`config.mk`:
```
export PLATFORM = sky130hd
export DESIGN_NAME = repeated_value_finder_flat
export DESIGN_NICKNAME = d
export VERILOG_FILES = /design/src/design/rvf_pkg.sv /design/src/design/rvf_in_if.sv /design/src/design/rvf_out_if.sv /design/src/design/rvf_ctrl.sv /design/src/design/rvf_datapath.sv /design/src/design/repeated_value_finder.sv /design/src/flat_wrapper.sv
export VERILOG_INCLUDE_DIRS = /design/src /design/src/design
export SDC_FILE = /design/constraint.sdc
export NUM_CORES = 1
export LEC_CHECK = 0
export BUFFER_PORTS_ARGS = -buffer_cell sky130_fd_sc_hd__buf_2
export CORE_ASPECT_RATIO = 1.4
export CORE_MARGIN = 3
export CORE_UTILIZATION = 45
export CTS_BUF_LIST = sky130_fd_sc_hd__clkbuf_4 sky130_fd_sc_hd__clkbuf_8 sky130_fd_sc_hd__clkbuf_16
export CTS_CLUSTER_SIZE = 25
export DETAILED_ROUTE_END_ITERATION = 12
export PLACE_DENSITY = 0.58
export SLEW_MARGIN = 15
export SYNTH_ARGS = -nofsm -noshare
export SYNTH_HDL_FRONTEND = slang
export SYNTH_SLANG_ARGS = --single-unit
```
`constraint.sdc`:
```
create_clock -name clk_i -period 5.6 [get_ports clk_i]
set_input_delay 0.56 -clock clk_i [delete_from_list [all_inputs] [get_ports clk_i]]
set_output_delay 0.56 -clock clk_i [all_outputs]
set_load 0.1 [all_outputs]
```
`src/design/assert_macros.svh`:
```
// Assertion macros shared by the repeated value finder RTL.
`ifndef ASSERT_MACROS_SVH
`define ASSERT_MACROS_SVH

`ifndef ASSERT_OFF

// Check that a property holds on every clock edge outside reset.
`define ASSERT_CHECK(lbl, clk, rst_n, prop, msg) \
  lbl: assert property (@(posedge clk) disable iff (!rst_n) prop) else $error(msg);

// Check that a condition never holds outside reset.
`define ASSERT_NEVER(lbl, clk, rst_n, cond, msg) \
  lbl: assert property (@(posedge clk) disable iff (!rst_n) !(cond)) else $error(msg);

`else

`define ASSERT_CHECK(lbl, clk, rst_n, prop, msg)
`define ASSERT_NEVER(lbl, clk, rst_n, cond, msg)

`endif

`endif

```
`src/design/rvf_pkg.sv`:
```
// Shared constants, types and helper functions of the repeated value finder.
`timescale 1ns / 1ps

package rvf_pkg;

  // Set geometry
  localparam int SET_SIZE   = 16;
  localparam int COUNT_W    = $clog2(SET_SIZE + 1);
  localparam int IDX_W      = $clog2(SET_SIZE);
  // Distinct repeated integers are at most half the set
  localparam int SEEN_DEPTH = SET_SIZE / 2;
  localparam int SEEN_CNT_W = $clog2(SEEN_DEPTH + 1);
  localparam int SEEN_IDX_W = (SEEN_DEPTH > 1) ? $clog2(SEEN_DEPTH) : 1;

  typedef logic signed [31:0] value_t;
  typedef logic signed [15:0] int_t;

  // Controller to datapath commands
  typedef struct packed {
    logic load;
    logic walk_start;
    logic walk_step;
    logic emit_step;
  } cmd_t;

  // Datapath to controller status
  typedef struct packed {
    logic few;
    logic walk_last;
    logic pipe_empty;
    logic out_free;
    logic emit_last;
  } status_t;

  // Integer part of a Q16.16 value, truncated toward zero
  function automatic int_t int_part(value_t v);
    logic [31:0] mag;
    mag = v[31] ? (~v + 32'd1) : v;
    return v[31] ? int_t'(~mag[31:16] + 16'd1) : int_t'(mag[31:16]);
  endfunction

endpackage

```
`src/design/rvf_in_if.sv`:
```
// Element input channel: valid/ready handshake with one set element.
`timescale 1ns / 1ps

interface rvf_in_if;
  logic                  valid;
  logic                  ready;
  logic signed [31:0]    sample_value;
  logic                  final_element;

  modport source (output valid, output sample_value, output final_element, input ready);
  modport sink   (input valid, input sample_value, input final_element, output ready);
endinterface

```
`src/design/rvf_out_if.sv`:
```
// Result output channel: valid/ready handshake with one repeated integer.
`timescale 1ns / 1ps

interface rvf_out_if;
  logic                  valid;
  logic                  ready;
  logic signed [15:0]    repeated_integer;
  logic                  none_repeated;
  logic                  run_end;

  modport source (output valid, output repeated_integer, output none_repeated,
                  output run_end, input ready);
  modport sink   (input valid, input repeated_integer, input none_repeated,
                  input run_end, output ready);
endinterface

```
`src/design/rvf_ctrl.sv`:
```
// Controller state machine of the repeated value finder.
`timescale 1ns / 1ps

module rvf_ctrl (
  input  logic             clk_i,
  input  logic             rst_ni,
  input  logic             in_valid_i,
  input  logic             final_element_i,
  output logic             in_ready_o,
  input  rvf_pkg::status_t status_i,
  output rvf_pkg::cmd_t    cmd_o
);

  typedef enum logic [4:0] {
    ST_IDLE  = 5'b00001,
    ST_SETUP = 5'b00010,
    ST_WALK  = 5'b00100,
    ST_DRAIN = 5'b01000,
    ST_EMIT  = 5'b10000
  } state_e;

  state_e state_q, state_d;

  // Take elements only while loading a set
  assign in_ready_o = (state_q == ST_IDLE);

  // Next state and commands
  always_comb begin
    state_d          = state_q;
    cmd_o            = '0;
    cmd_o.load       = 1'b0;
    case (state_q)
      ST_IDLE: begin
        cmd_o.load = in_valid_i;
        if (in_valid_i && final_element_i) begin
          state_d = ST_SETUP;
        end
      end
      ST_SETUP: begin
        cmd_o.walk_start = 1'b1;
        state_d = status_i.few ? ST_DRAIN : ST_WALK;
      end
      ST_WALK: begin
        cmd_o.walk_step = 1'b1;
        if (status_i.walk_last) begin
          state_d = ST_DRAIN;
        end
      end
      ST_DRAIN: begin
        if (status_i.pipe_empty) begin
          state_d = ST_EMIT;
        end
      end
      ST_EMIT: begin
        cmd_o.emit_step = status_i.out_free;
        if (status_i.out_free && status_i.emit_last) begin
          state_d = ST_IDLE;
        end
      end
      default: begin
        state_d = ST_IDLE;
      end
    endcase
  end

  // State register
  always_ff @(posedge clk_i or negedge rst_ni) begin
    if (!rst_ni) begin
      state_q <= ST_IDLE;
    end else begin
      state_q <= state_d;
    end
  end

endmodule

```
`src/design/rvf_datapath.sv`:
```
// Datapath: element store, reverse pair walk, seen list and output register.
`timescale 1ns / 1ps
`include "assert_macros.svh"

module rvf_datapath (
  input  logic                   clk_i,
  input  logic                   rst_ni,
  input  rvf_pkg::cmd_t          cmd_i,
  output rvf_pkg::status_t       status_o,
  input  logic signed [31:0]     sample_value_i,
  input  logic                   out_ready_i,
  output logic                   out_valid_o,
  output logic signed [15:0]     repeated_integer_o,
  output logic                   none_repeated_o,
  output logic                   run_end_o
);

  // Element store, written while loading and read at two pair positions
  rvf_pkg::value_t mem_q [rvf_pkg::SET_SIZE];

  logic [rvf_pkg::COUNT_W-1:0]    count_q;
  logic [rvf_pkg::IDX_W-1:0]      i_q, j_q;
  logic                           store_wr;

  // Pair pipeline
  logic                           s1_vld_q;
  rvf_pkg::value_t                rd_a_q, rd_b_q;
  logic                           s2_hit_q;
  rvf_pkg::int_t                  s2_int_q;

  // Seen list of distinct integers, newest at the highest index
  rvf_pkg::int_t                  seen_q [rvf_pkg::SEEN_DEPTH];
  logic [rvf_pkg::SEEN_CNT_W-1:0] seen_cnt_q;
  logic [rvf_pkg::SEEN_IDX_W-1:0] e_q;
  logic                           match;
  logic                           push;
  logic                           none;
  logic                           emit_last;

  // Output register
  logic                           out_vld_q;
  rvf_pkg::int_t                  out_int_q;
  logic                           out_none_q;
  logic                           out_end_q;

  assign store_wr = cmd_i.load && (count_q < rvf_pkg::COUNT_W'(rvf_pkg::SET_SIZE));

  // Count stored elements, drop those beyond the store, clear after the set
  always_ff @(posedge clk_i or negedge rst_ni) begin
    if (!rst_ni) begin
      count_q <= '0;
    end else if (cmd_i.emit_step && emit_last) begin
      count_q <= '0;
    end else if (store_wr) begin
      count_q <= count_q + rvf_pkg::COUNT_W'(1);
    end
  end

  // Store write and pair reads
  always_ff @(posedge clk_i) begin
    if (store_wr) begin
      mem_q[count_q[rvf_pkg::IDX_W-1:0]] <= sample_value_i;
    end
    if (cmd_i.walk_step) begin
      rd_a_q <= mem_q[i_q];
      rd_b_q <= mem_q[j_q];
    end
  end

  // Walk pairs backward: i from the second last down, j from the last down to i+1
  always_ff @(posedge clk_i or negedge rst_ni) begin
    if (!rst_ni) begin
      i_q <= '0;
      j_q <= '0;
    end else if (cmd_i.walk_start) begin
      i_q <= rvf_pkg::IDX_W'(count_q - rvf_pkg::COUNT_W'(2));
      j_q <= rvf_pkg::IDX_W'(count_q - rvf_pkg::COUNT_W'(1));
    end else if (cmd_i.walk_step) begin
      if (j_q == i_q + rvf_pkg::IDX_W'(1)) begin
        i_q <= i_q - rvf_pkg::IDX_W'(1);
        j_q <= rvf_pkg::IDX_W'(count_q - rvf_pkg::COUNT_W'(1));
      end else begin
        j_q <= j_q - rvf_pkg::IDX_W'(1);
      end
    end
  end

  // Compare the pair and take the integer part
  always_ff @(posedge clk_i or negedge rst_ni) begin
    if (!rst_ni) begin
      s1_vld_q <= 1'b0;
      s2_hit_q <= 1'b0;
    end else begin
      s1_vld_q <= cmd_i.walk_step;
      s2_hit_q <= s1_vld_q && (rd_a_q == rd_b_q);
    end
  end

  always_ff @(posedge clk_i) begin
    s2_int_q <= rvf_pkg::int_part(rd_a_q);
  end

  // Look up the candidate among integers already seen later in the list
  always_comb begin
    match = 1'b0;
    for (int k = 0; k < rvf_pkg::SEEN_DEPTH; k++) begin
      if ((rvf_pkg::SEEN_CNT_W'(k) < seen_cnt_q) && (seen_q[k] == s2_int_q)) begin
        match = 1'b1;
      end
    end
  end

  assign push = s2_hit_q && !match;

  // Append new integers, track the newest entry for the emit walk
  always_ff @(posedge clk_i or negedge rst_ni) begin
    if (!rst_ni) begin
      seen_cnt_q <= '0;
      e_q        <= '0;
    end else if (cmd_i.walk_start) begin
      seen_cnt_q <= '0;
    end else if (push) begin
      seen_cnt_q <= seen_cnt_q + rvf_pkg::SEEN_CNT_W'(1);
      e_q        <= seen_cnt_q[rvf_pkg::SEEN_IDX_W-1:0];
    end else if (cmd_i.emit_step && !emit_last) begin
      e_q        <= e_q - rvf_pkg::SEEN_IDX_W'(1);
    end
  end

  always_ff @(posedge clk_i) begin
    if (push) begin
      seen_q[seen_cnt_q[rvf_pkg::SEEN_IDX_W-1:0]] <= s2_int_q;
    end
  end

  assign none      = (seen_cnt_q == '0);
  assign emit_last = none || (e_q == '0);

  // Output register: load a result when empty or being taken
  always_ff @(posedge clk_i or negedge rst_ni) begin
    if (!rst_ni) begin
      out_vld_q <= 1'b0;
    end else if (cmd_i.emit_step) begin
      out_vld_q <= 1'b1;
    end else if (out_ready_i) begin
      out_vld_q <= 1'b0;
    end
  end

  always_ff @(posedge clk_i) begin
    if (cmd_i.emit_step) begin
      out_int_q  <= none ? '0 : seen_q[e_q];
      out_none_q <= none;
      out_end_q  <= emit_last;
    end
  end

  assign out_valid_o        = out_vld_q;
  assign repeated_integer_o = out_int_q;
  assign none_repeated_o    = out_none_q;
  assign run_end_o          = out_end_q;

  // Status to the controller
  always_comb begin
    status_o            = '0;
    status_o.few        = (count_q < rvf_pkg::COUNT_W'(2));
    status_o.walk_last  = (i_q == '0) && (j_q == rvf_pkg::IDX_W'(1));
    status_o.pipe_empty = !s1_vld_q && !s2_hit_q;
    status_o.out_free   = !out_vld_q || out_ready_i;
    status_o.emit_last  = emit_last;
  end

  `ASSERT_NEVER(a_seen_overflow, clk_i, rst_ni, push && (seen_cnt_q == rvf_pkg::SEEN_CNT_W'(rvf_pkg::SEEN_DEPTH)), "seen list overflow")
  `ASSERT_CHECK(a_emit_after_drain, clk_i, rst_ni, cmd_i.emit_step |-> (!s1_vld_q && !s2_hit_q), "result emitted while pair pipeline busy")
  `ASSERT_CHECK(a_load_when_idle, clk_i, rst_ni, cmd_i.load |-> (!s1_vld_q && !s2_hit_q && !cmd_i.walk_step), "element loaded during pair walk")
  `ASSERT_CHECK(a_emit_index, clk_i, rst_ni, (cmd_i.emit_step && !none) |-> (rvf_pkg::SEEN_CNT_W'(e_q) < seen_cnt_q), "emit index beyond seen list")

endmodule

```
`src/design/repeated_value_finder.sv`:
```
// Top level of the repeated value finder: controller plus datapath.
//
//   channel  | dir | handshake      | payload
//   ---------+-----+----------------+--------------------------------------------
//   in_i     | in  | valid / ready  | sample_value[31:0] s, final_element
//   out_o    | out | valid / ready  | repeated_integer[15:0] s, none_repeated,
//            |     |                | run_end
//
// Elements transfer one per cycle while a set loads. After the final element
// the block passes a setup state, then walks every pair of stored elements
// (n = stored elements, at most 16; no walk when n < 2) and drains the read
// and compare registers; then one result per cycle while the sink takes them.
// Input ready stays low from the final element until the last result enters
// the output register. Reset clears control state; the store needs none.
`timescale 1ns / 1ps

module repeated_value_finder (
  input  logic     clk_i,
  input  logic     rst_ni,
  rvf_in_if.sink   in_i,
  rvf_out_if.source out_o
);

  rvf_pkg::cmd_t    cmd;
  rvf_pkg::status_t status;

  rvf_ctrl u_ctrl (
    .clk_i           (clk_i),
    .rst_ni          (rst_ni),
    .in_valid_i      (in_i.valid),
    .final_element_i (in_i.final_element),
    .in_ready_o      (in_i.ready),
    .status_i        (status),
    .cmd_o           (cmd)
  );

  rvf_datapath u_datapath (
    .clk_i              (clk_i),
    .rst_ni             (rst_ni),
    .cmd_i              (cmd),
    .status_o           (status),
    .sample_value_i     (in_i.sample_value),
    .out_ready_i        (out_o.ready),
    .out_valid_o        (out_o.valid),
    .repeated_integer_o (out_o.repeated_integer),
    .none_repeated_o    (out_o.none_repeated),
    .run_end_o          (out_o.run_end)
  );

endmodule
```
`src/flat_wrapper.sv`:
```
// flat-port wrapper written by rule: the top's interface ports become plain ports
module repeated_value_finder_flat 
  (clk_i, rst_ni, in_i_valid, in_i_sample_value, in_i_final_element, in_i_ready, out_o_valid, out_o_repeated_integer, out_o_none_repeated, out_o_run_end, out_o_ready);
  rvf_in_if in_i_i ();
  rvf_out_if out_o_i ();
  input  logic clk_i;
  input  logic rst_ni;
  input wire logic [$bits(in_i_i.valid)-1:0] in_i_valid;
  input wire logic [$bits(in_i_i.sample_value)-1:0] in_i_sample_value;
  input wire logic [$bits(in_i_i.final_element)-1:0] in_i_final_element;
  output wire logic [$bits(in_i_i.ready)-1:0] in_i_ready;
  output wire logic [$bits(out_o_i.valid)-1:0] out_o_valid;
  output wire logic [$bits(out_o_i.repeated_integer)-1:0] out_o_repeated_integer;
  output wire logic [$bits(out_o_i.none_repeated)-1:0] out_o_none_repeated;
  output wire logic [$bits(out_o_i.run_end)-1:0] out_o_run_end;
  input wire logic [$bits(out_o_i.ready)-1:0] out_o_ready;
  assign in_i_i.valid = in_i_valid;
  assign in_i_i.sample_value = in_i_sample_value;
  assign in_i_i.final_element = in_i_final_element;
  assign in_i_ready = in_i_i.ready;
  assign out_o_valid = out_o_i.valid;
  assign out_o_repeated_integer = out_o_i.repeated_integer;
  assign out_o_none_repeated = out_o_i.none_repeated;
  assign out_o_run_end = out_o_i.run_end;
  assign out_o_i.ready = out_o_ready;
  repeated_value_finder u_core (.clk_i(clk_i), .rst_ni(rst_ni), .in_i(in_i_i), .out_o(out_o_i));
endmodule
```
==> metrics <==
initial cell density of the core about 45%; FMAX 253 MHz; cell breakdown of the critical path nor4_1 > nand4_1 > o21ai_0 > xor2_1 > ha_1 > nand4_1 > o21ai_0 > o22ai_2 > or4b_4 > a21oi_2 > xor2_1; met1 Use GR 27.2%; crit path time final just under 4 ns; RSZ-0062 raised after global routing no; CTS Buf Count 77; via count 19700; hold path startpoint out_o_ready; P_leak 12.7 nW; share of cells above drive strength 1 25.0%; routability-driven placement congestion ratio 0.827; FF-to-FF path depth 11; Post-synth EDFFs 722; Die ar. just over 0.08 mm2; status complete, no violations; worst-margin pin slew 1.20 ns; Post-Syn Instances 2073; # DRC 0; total wire length 95100 um; drt pass-1 iters 5; RR Startpoint u_core.u_datapath.rd_a_q[5]; Die X 243 um; Synth area leader edfxtp_1; post-DP HPWL 59400 um; pin count of the biggest net entering global routing 61; skew final around 0.027 ns; critical path required time 6.16 ns; GRT Util Overall between 20% and 30%; post-synth cell types 64; worst hold path endpoint u_core.u_datapath.out_valid_o; Port Buffers 56; Final Instance Area 0.0397 mm2; Setup Viol. Count Final 0; dominant synthesized flop cell edfxtp_1; slowest CP cell nand4_1; Post-CTS Resized 0; Setup TNS 0 ns; DRT iter0 DRCs 1502; M3 GR Usage 3.01%; detail-routed net length per standard cell 29.4 um; cts hold-fix bufs 1; antenna viol nets, final 0; Fill cells 6382; worst flop-to-flop path endpoint u_core.u_datapath.s2_int_q[10]; met2 Usage GRT 44.4%; FF-to-FF setup slack 1.66 ns; WP data arrival about 4.5 ns; CP Launch Type flip-flop; clock root cell clkbuf_16; final core occ 51.0%; CTS Buffer Depth 3; Area after DPL 0.0370 mm2; global-route wire length before repair 142000 um; Crit Path Class reg -> reg; Ports 57; Slowest Stage Delay on Critical Path 0.69 ns; grt peak-use layer met2; Fin. Hold Viols 0; Final period util 70.4%; YS warnings 0; critical path peak fanout 13; FF/Latch Area 0.0227 mm2; Core Region approximately 0.078 mm2; FFs w/ async S/R, synth under 10%; synthesized flop and latch total ~770; Hold Path Class in -> reg; initial antenna violation count 4; CTS tree yes; # rows 121; Peak supply drop 265 uV; Synth top area share 61.2%; Worst Setup End Kind flip-flop; H-tree depth 3; cell area after synthesis 0.0354 mm2; Seq/Total Area, Yosys 64.1%; Final Slew Violations 0; Slew HR between 20% and 30%; Max Cap Viol 0; vias in the first global route 21000; Die H 338 um; Hold Path Depth 2; area occupied by multi-input gates 0.0122 mm2; syn_area_per_cell 17.1 um2; Final #Nets approximately 2200; Post-CTS Setup Repair Bufs 0; Area Overhead vs Synth 12.1%; clock sink count 766; worst skew pair latency 0.63 ns; post-synth net total ~2100; clock slew at reported path FFs 0.06 ns; Power Density 456 mW/mm2; top cells by area, synth edfxtp_1 (61%), mux4_2 (16%), mux2i_1 (3.7%), xor2_1 (2.4%), xnor2_1 (2.3%); via/cell ratio a little over 6; Remaining Overflow, GRT 0
## Yosys cell counts (all sizes together) (3+ instances only)
master	count
o21ai	51
clkinv	3
or2	3
ha	18
mux4	258
nand3b	3
edfxtp	722
and3	4
dfrtp	27
nor4b	4
a22oi	32
and2	16
dfxtp	16
nand3	22
or4	4
nor4	34
mux2i	132
o32ai	3
nor2b	4
nor3	20
nand2b	4
o21a	3
xor2	95
a31oi	3
xnor2	93
buf	47
nor3b	7
mux2	3
nor2	52
nand4	25
o31ai	4
o22ai	4
clkbuf	89
or3	3
nand2	139
a21oi	56
a221oi	31
inv	17
## metal layers
metal | up-vias | share of wire (%)
li1 | 8479 | -
met2 | 579 | 56
met3 | 176 | 4.2
met5 | - | 0.047
met4 | 6 | 3.4
met1 | 10500 | 37
## area by class of cell
type / count / share of cell area, %
clock buffer: 94 / 5.33
multi-input combinational: 1151 / 30.7
inverter: 20 / 0.192
clock inverter: 46 / 1.40
sequential: 766 / 57.2
antenna: 2 / 0.0126
tap: 1045 / 3.29
timing repair buffer: 110 / 1.83
## cell families (layout without fill, tap and decap cells)
group / Yosys count / in the layout / share of synthesized area (%)
DFF: 766 / 766 / 64.1
muxes: 393 / 393 / 20.2
AOI/OAI and AO/OA: 202 / 202 / 3.75
buffers and inverters: 156 / 270 / 1.70
other: 0 / 2 / 0
xor gates and xnor gates: 188 / 188 / 4.65
adders and majority gates: 18 / 18 / 0.636
and+or+nand+nor: 350 / 350 / 4.88
## layout by cell type, fill, tap and decap left out, drive strengths merged, types with 32 or more instances in the layout
cell type  instances
a22oi             32
xor2              95
xnor2             93
edfxtp           722
clkbuf            94
a21oi             56
mux2i            132
mux4             258
nor4              34
nand2            139
nor2              52
o21ai             51
buf              109
## worst max-delay path: cells and delay by family (launching register included)
family	cells	cell delay, ns
simple gates	4	1.79
flops	1	0.41
fa+ha+maj	1	0.26
xor+xnor	2	0.34
compound gates	4	1.08
## state kept, by name, indices dropped and copies added (netlist names), 5 cells and up
signal and count:
u_core.u_datapath.rd_b_q 32, u_core.u_datapath.seen_q 128, u_core.u_datapath.rd_a_q 32, u_core.u_datapath.repeated_integer_o 16
u_core.u_datapath.s2_int_q 16, u_core.u_datapath.mem_q 512, u_core.u_datapath.count_q 5, u_core.u_ctrl.state_q 5
## power breakdown
group	internal [mW]	leakage (nW)	switching [mW]
Sequential	6.72	6.98	0.416
Clock	3.25	1.33	2.22
Combinational	2.38	4.41	3.11
Total	12.4	12.7	5.75
## through the flow
step	setup slack (ns)	power, mW	hold WS [ns]	cells
final	1.66	18.1	0.131	3234
after global routing	1.38	18.9	0.136	3232
after CTS	1.65	18.3	0.0911	3232
after detailed placement	1.67	12.8	0.505	3091
after global placement	1.69	12.8	0.481	3091
after floorplan	0.289	11.0	0.264	2073
## how the worst max path moves through the flow
stage                                 from                        endpoint  slack [ns]  cells after the start
6_report       u_core.u_datapath.rd_a_q[5]  u_core.u_datapath.s2_int_q[10]        1.66                     11
5_1_grt        u_core.u_datapath.rd_a_q[5]  u_core.u_datapath.s2_int_q[10]        1.38                     11
4_1_cts        u_core.u_datapath.rd_a_q[5]  u_core.u_datapath.s2_int_q[10]        1.65                     11
3_5_place_dp   u_core.u_datapath.rd_a_q[5]  u_core.u_datapath.s2_int_q[10]        1.67                     11
3_3_place_gp   u_core.u_datapath.rd_a_q[5]  u_core.u_datapath.s2_int_q[10]        1.69                     11
2_1_floorplan     u_core.u_ctrl.state_q[4]   u_core.u_datapath.mem_q[0][0]        0.29                      6
Power figures use the tool's default switching activity.
